## src/hw/rtl/polynomial_value_and_derivatives_assert.svh

```systemverilog
// assertion helpers used by the top-level rtl file
`ifndef POLYNOMIAL_VALUE_AND_DERIVATIVES_ASSERT_SVH
`define POLYNOMIAL_VALUE_AND_DERIVATIVES_ASSERT_SVH

// same-cycle implication, checked at every rising edge outside reset
`define PVD_ASSERT_NOW(lbl, clk, rst_n, ante, cons, msg) \
  lbl: assert property (@(posedge clk) disable iff (!rst_n) (ante) |-> (cons)) \
    else $error(msg);

// next-cycle implication, checked at every rising edge outside reset
`define PVD_ASSERT_NEXT(lbl, clk, rst_n, ante, cons, msg) \
  lbl: assert property (@(posedge clk) disable iff (!rst_n) (ante) |=> (cons)) \
    else $error(msg);

`endif

```

## src/hw/rtl/pvd_pkg.sv

```systemverilog
package pvd_pkg;

  // data and coefficient formats
  localparam int DATA_W    = 32;
  localparam int FRAC_W    = 16;
  // largest scaled coefficient is 20 * c, which needs 37 signed bits
  localparam int COEFF_W   = 37;
  localparam int ORDER_W   = 3;
  localparam int CFG_IDX_W = 3;

  // one horner chain each for value, slope and curvature
  localparam int NCHAIN   = 3;
  localparam int CH_VALUE = 0;
  localparam int CH_SLOPE = 1;
  localparam int CH_CURV  = 2;

  localparam logic [DATA_W-1:0] SAT_MAX = 32'h7FFF_FFFF;
  localparam logic [DATA_W-1:0] SAT_MIN = 32'h8000_0000;

  // configuration register map
  typedef enum logic [CFG_IDX_W-1:0] {
    REG_ORDER  = 3'd0,
    REG_COEFF0 = 3'd1,
    REG_COEFF1 = 3'd2,
    REG_COEFF2 = 3'd3,
    REG_COEFF3 = 3'd4,
    REG_COEFF4 = 3'd5,
    REG_COEFF5 = 3'd6
  } cfg_reg_e;

  // exact accumulator width after a number of horner steps
  // three guard bits cover the sum of up to six terms
  function automatic int acc_width(input int steps);
    return COEFF_W + 3 + DATA_W * steps;
  endfunction

  // coefficient times a small derivative factor
  function automatic logic signed [COEFF_W-1:0] coeff_scale(input logic [DATA_W-1:0] c,
                                                            input int m);
    logic signed [COEFF_W-1:0] cx;
    cx = COEFF_W'(signed'(c));
    return cx * COEFF_W'(m);
  endfunction

endpackage

```

## src/hw/rtl/pvd_round.sv

```systemverilog
// round half up to q16.16, then clip to the signed 32-bit range
module pvd_round #(
  parameter int IN_W  = 72,
  parameter int SHIFT = 16
) (
  input  logic                               clk_i,
  input  logic                               en_i,
  input  logic signed [IN_W-1:0]             acc_i,
  output logic signed [pvd_pkg::DATA_W-1:0]  res_o,
  output logic                               clip_o
);
  import pvd_pkg::*;

  localparam int RndW = IN_W - SHIFT;

  logic signed [IN_W-1:0]      sum;
  logic signed [RndW-1:0]      rnd_q;
  logic [RndW-DATA_W:0]        top_bits;

  // add one half lsb of the result, then drop the fraction
  assign sum = acc_i + (IN_W'(1) <<< (SHIFT - 1));

  always_ff @(posedge clk_i) begin
    if (en_i) begin
      rnd_q <= sum[IN_W-1:SHIFT];
    end
  end

  // fits when all bits from the 32-bit sign up agree
  assign top_bits = rnd_q[RndW-1:DATA_W-1];
  assign clip_o   = !((&top_bits) || !(|top_bits));
  assign res_o    = clip_o ? (rnd_q[RndW-1] ? SAT_MIN : SAT_MAX) : rnd_q[DATA_W-1:0];

endmodule

```

## config.mk

```make
export PLATFORM = sky130hd
export DESIGN_NAME = pvd_round
export DESIGN_NICKNAME = d
export VERILOG_FILES = /design/src/hw/rtl/polynomial_value_and_derivatives_assert.svh /design/src/hw/rtl/pvd_pkg.sv /design/src/hw/rtl/pvd_round.sv
export SDC_FILE = /design/constraint.sdc
export NUM_CORES = 1
export LEC_CHECK = 0
export BUFFER_PORTS_ARGS = -buffer_cell sky130_fd_sc_hd__buf_2
export CORE_MARGIN = 2
export CORE_UTILIZATION = 40
export DETAILED_ROUTE_END_ITERATION = 16
export HOLD_SLACK_MARGIN = 0.03
export PLACE_DENSITY = 0.65
export SLEW_MARGIN = 20
export SYNTH_ARGS = -nofsm -noshare
export SYNTH_HDL_FRONTEND = slang
export SYNTH_SLANG_ARGS = --single-unit
export TNS_END_PERCENT = 50
```

## constraint.sdc

```tcl
create_clock -name clk_i -period 2.1 [get_ports clk_i]
set_input_delay 0.42 -clock clk_i [delete_from_list [all_inputs] [get_ports clk_i]]
set_output_delay 0.42 -clock clk_i [all_outputs]
set_load 0.02 [all_outputs]
```

After elaboration in Yosys (flattened, before gate mapping) --
Cells that the tools add are included.
Operators by class: add/subtract/negate cells 1, $mul 0, shift operators 0, equality and inequality tests 0, div/mod/pow operators 0, reductions and logical operators 5, bitwise operators 0, order comparisons 0, mux-type cells 2
Operators with widths (number):
- 72-bit by 17-bit adder with 72-bit output (second input constant) | 1
- 32-bit two-way mux | 2
- 25-bit AND reduction | 1
- 25-bit OR reduction | 1
- 1-bit zero test | 2
- 1-bit logical OR | 1
Word-level totals: output and inout port bits 33, register bits after elaboration 56, memory bits (read-only) 0, word-level logic and storage cells 9, bits in latches 0, bits of input ports 74, memories kept 0, memory bits (writable) 0

Longest topological paths before layout --
depth in word-level cells 4, mapped depth 6, gate-level depth less buffers 6

Least setup slack after synthesis --
OpenSTA, ideal clock, no wires.
path kind reg-to-output, start point register rnd_q[55], end point output res_o[22] (netlist name), path buffers 1, data required time 1680 ps, slack -74 ps, cell stages (with the launch flop) 6, arrival 1754 ps, cells stage by stage edfxtp_1 -> nor4_1 -> nand4_1 -> a2bb2oi_1 -> clkbuf_1 -> o21ai_0
Between the ends: cells in the longest elaborated chain, start to end 4, elaborated cells on any way between the ends 6, those cells by class mux (2); reduce/logical (4)
RTL lines:
- start, declared | line pvd_round.sv:17 | logic signed [RndW-1:0] rnd_q;
- start signal, assigned | line pvd_round.sv:25 | rnd_q <= sum[IN_W-1:SHIFT];
- 25-bit OR reduction | line pvd_round.sv:31 | assign clip_o = !((&top_bits) || !(|top_bits));
- 1-bit zero test | line pvd_round.sv:31
- 1-bit logical OR | line pvd_round.sv:31
- 32-bit two-way mux * | line pvd_round.sv:32 | assign res_o = clip_o ? (rnd_q[RndW-1] ? SAT_MIN : SAT_MAX) : rnd_q[DATA_W-1:0];
- end, declared | line pvd_round.sv:9 | output logic signed [pvd_pkg::DATA_W-1:0] res_o,
Every way passes the cells marked *; elsewhere a longest branch is shown, timed or not.

Final worst setup path --
start point register rnd_q[31], end point output res_o[29] (netlist name)
Between the ends: cells in the longest elaborated chain, start to end 4, elaborated cells on any way between the ends 5, those cells by class mux (1); reduce/logical (4)
RTL lines (line):
- 25-bit OR reduction | pvd_round.sv:31
- 1-bit zero test | pvd_round.sv:31
- 1-bit logical OR * | pvd_round.sv:31
- 32-bit two-way mux * | pvd_round.sv:32
Marked as above.

==> impl_metrics.env <==
export IMPL_rsz0062_at_grt="yes"
export IMPL_top_register="rnd_q"
export IMPL_end_kind="output port"
export IMPL_synth_edf_count=56
export IMPL_synth_commonest_cells="edfxtp_1 (56), xnor2_1 (37), inv_1 (36)"
export IMPL_area_delta_synth_final_pct=30.0
export IMPL_cp_startpoint="rnd_q[31]"
export IMPL_cp_start_kind="register"
export IMPL_numCtsBuffers=5
export IMPL_drv_cap=0
export IMPL_mappedNetlistArea_um2=3310
export IMPL_drive_above_1_share=0.332
export IMPL_ys_seq_area_frac=0.508
export IMPL_fin_ws_ps=-274
export IMPL_grt_pass1_vias=2589
export IMPL_gp_congestion=0.891
export IMPL_status="complete, but fails checks"
export IMPL_initial_core_util=0.407
export IMPL_vias=2742
export IMPL_overflow=0
export IMPL_die_x_um=95.0
export IMPL_routed_wl_mm=7.55
export IMPL_fin_crit_ps=2370
export IMPL_clk_pin_slew_ps=90
export IMPL_setup_tns_final_ps=-7390
export IMPL_ys_async_sr_fraction=0
export IMPL_largest_register_ffs=56
export IMPL_cts_root_buf="clkbuf_8"
export IMPL_ctsHoldBuffers=0
export IMPL_coreArea_um2=8130
export IMPL_synthesis_nets=398
export IMPL_yosysMostFrequentCell="edfxtp_1"
export IMPL_relSlewSlack=0.686
export IMPL_antenna_left=0
export IMPL_ys_flop_type="edfxtp_1"
export IMPL_port_buffers=91
export IMPL_synth_avg_cell_area_um2=10.3
export IMPL_ir_worst_vdd_mv=0.252
export IMPL_die_h_um=95.0
export IMPL_dr_pass1_iters=4
export IMPL_antenna_found_initial=0
export IMPL_dp_hpwl_mm=5.87
export IMPL_crit_required_ps=1680
export IMPL_max_freq_ghz=0.421
export IMPL_endpoint="res_o[29]"
export IMPL_yosysTopAreaCellShare=0.508
export IMPL_reg_largest_list="rnd_q (56)"
export IMPL_hp_class="primary input to register"
export IMPL_finalCritPeriodShare=1.13
export IMPL_route_detailed_drc=0
export IMPL_worst_pin_slew_ps=470
export IMPL_grt_pass1_wl_mm=11.9
export IMPL_synth_area_leaders="edfxtp_1 (51%), xnor2_1 (9.8%), xor2_1 (4.8%)"
export IMPL_violations="setup timing"
export IMPL_p_per_area_nw_per_um2=548
export IMPL_dp_cells=537
export IMPL_nets=517
export IMPL_cts_sinks=56
export IMPL_crit_type="register to output port"
export IMPL_finalHoldViolations=0
export IMPL_wl_per_cell_um=13.8
export IMPL_cp_max_fo=32
export IMPL_fp_dieArea_um2=9020
export IMPL_io_pin_count=107
export IMPL_synth_cell_types=30
export IMPL_drt_iter0_drc=112
export IMPL_synth_seq_cells=56
export IMPL_gr_usage_all_layers=0.170
export IMPL_synth_top_area_cell="edfxtp_1"
export IMPL_p_leak_uw=0.00179
export IMPL_htreeDepth=2
export IMPL_post_route_util=0.529
export IMPL_hold_depth=2
export IMPL_cp_arrival_ps=1950
export IMPL_rows=33
export IMPL_slew_violations=0
export IMPL_ys_warn_count=0
export IMPL_clockBufferDepth=2
export IMPL_tritoncts="yes"
export IMPL_vias_per_cell=5.00
export IMPL_insertedDiodeCount=0
export IMPL_syn_inst=323
export IMPL_final_cells=548
export IMPL_grt_start_max_net_pins=33
export IMPL_setup_viol=32
worst max-delay path: stages (launching register included):
cell and delay (ps):
edfxtp_1 410, nor4_2 310, nand4_1 160, a2bb2oi_2 220, buf_12 190, o21ai_0 170, buf_2 190
power breakdown:
part           switching, µW  internal (µW)  total (µW)
combinational            253            186         440
sequential              34.5           1330        1370
clock                    328            228         556
total                    616           1740        2360
worst min-delay path by stage:
stage                          from        end  slack [ps]
after global routing      acc_i[32]  rnd_q[16]         420
final                     acc_i[40]  rnd_q[24]         420
after detailed placement  acc_i[40]  rnd_q[24]         730
after floorplan                en_i   rnd_q[0]         530
after CTS                 acc_i[40]  rnd_q[24]         410
after global placement    acc_i[40]  rnd_q[24]         730
cell type report:
class,instances,area (µm²)
Multi-Input combinational cell,222,1490
Sequential cell,56,1680
Timing Repair Buffer,121,781
Tap cell,105,131
Inverter,36,135
Fill cell,745,3830
Clock inverter,3,13.8
Clock buffer,5,68.8
through the flow:
step	setup WS, ps	total power (µW)	cell area (µm²)	hold WS [ps]
2_1_floorplan	-73.7	1570	3310	532
3_5_place_dp	-79.0	1790	4120	729
5_1_grt	-395	2460	4310	416
3_3_place_gp	-56.0	1790	4120	728
6_report	-274	2360	4310	421
4_1_cts	-289	2360	4270	413
kinds of logic (layout without fill, tap and decap cells):
kind of cell	count (synthesis)	count (layout)	synth area share
xor+xnor	55	55	0.145
simple gates	134	134	0.243
flops	56	56	0.508
buf+inv	45	165	0.0510
compound gates	32	32	0.0495
fa+ha+maj	1	1	0.00378
layer usage:
metal / vias up / routed length, µm / global-route usage
met5: - / 0 / 0
met4: 0 / 102 / 0.0459
met3: 9 / 299 / 0.0192
met2: 72 / 3800 / 0.301
met1: 1274 / 3350 / 0.220
li1: 1387 / - / -
cells in the final DEF (no fill, tap or decap), types with 2 or more instances in the layout:
master    netlist  final
o21ai_0        31     19
nand2_1        26     26
xnor2_1        37     37
o21ai_1         0     12
nor4_4          2      2
nor4_1         11      8
nor3_1          9      9
nand3_1        23     23
buf_4           0     37
nor3_4          2      2
edfxtp_1       56     56
and3_1          7      7
nor3_2          2      2
nand4_1        19     19
buf_2           0     79
or2_2           2      2
clkbuf_8        0      5
nand4_2         2      2
buf_12          0      4
nor2_1         16     16
clkinv_2        0      2
inv_1          36     36
and2_1          2      2
xor2_1         18     18
and4_1          3      3
nor4_2          0      3
repair_timing:
action | 4_1_cts | 5_1_grt
resized for setup | 11 | 19
pin swaps | 4 | 3
endpoints found under the hold margin | 0 | 0
cloned | 1 | 0
setup buffers | 1 | 1
endpoints found under the setup margin | 32 | 32
No activity file was read; power rests on OpenSTA's default activity.
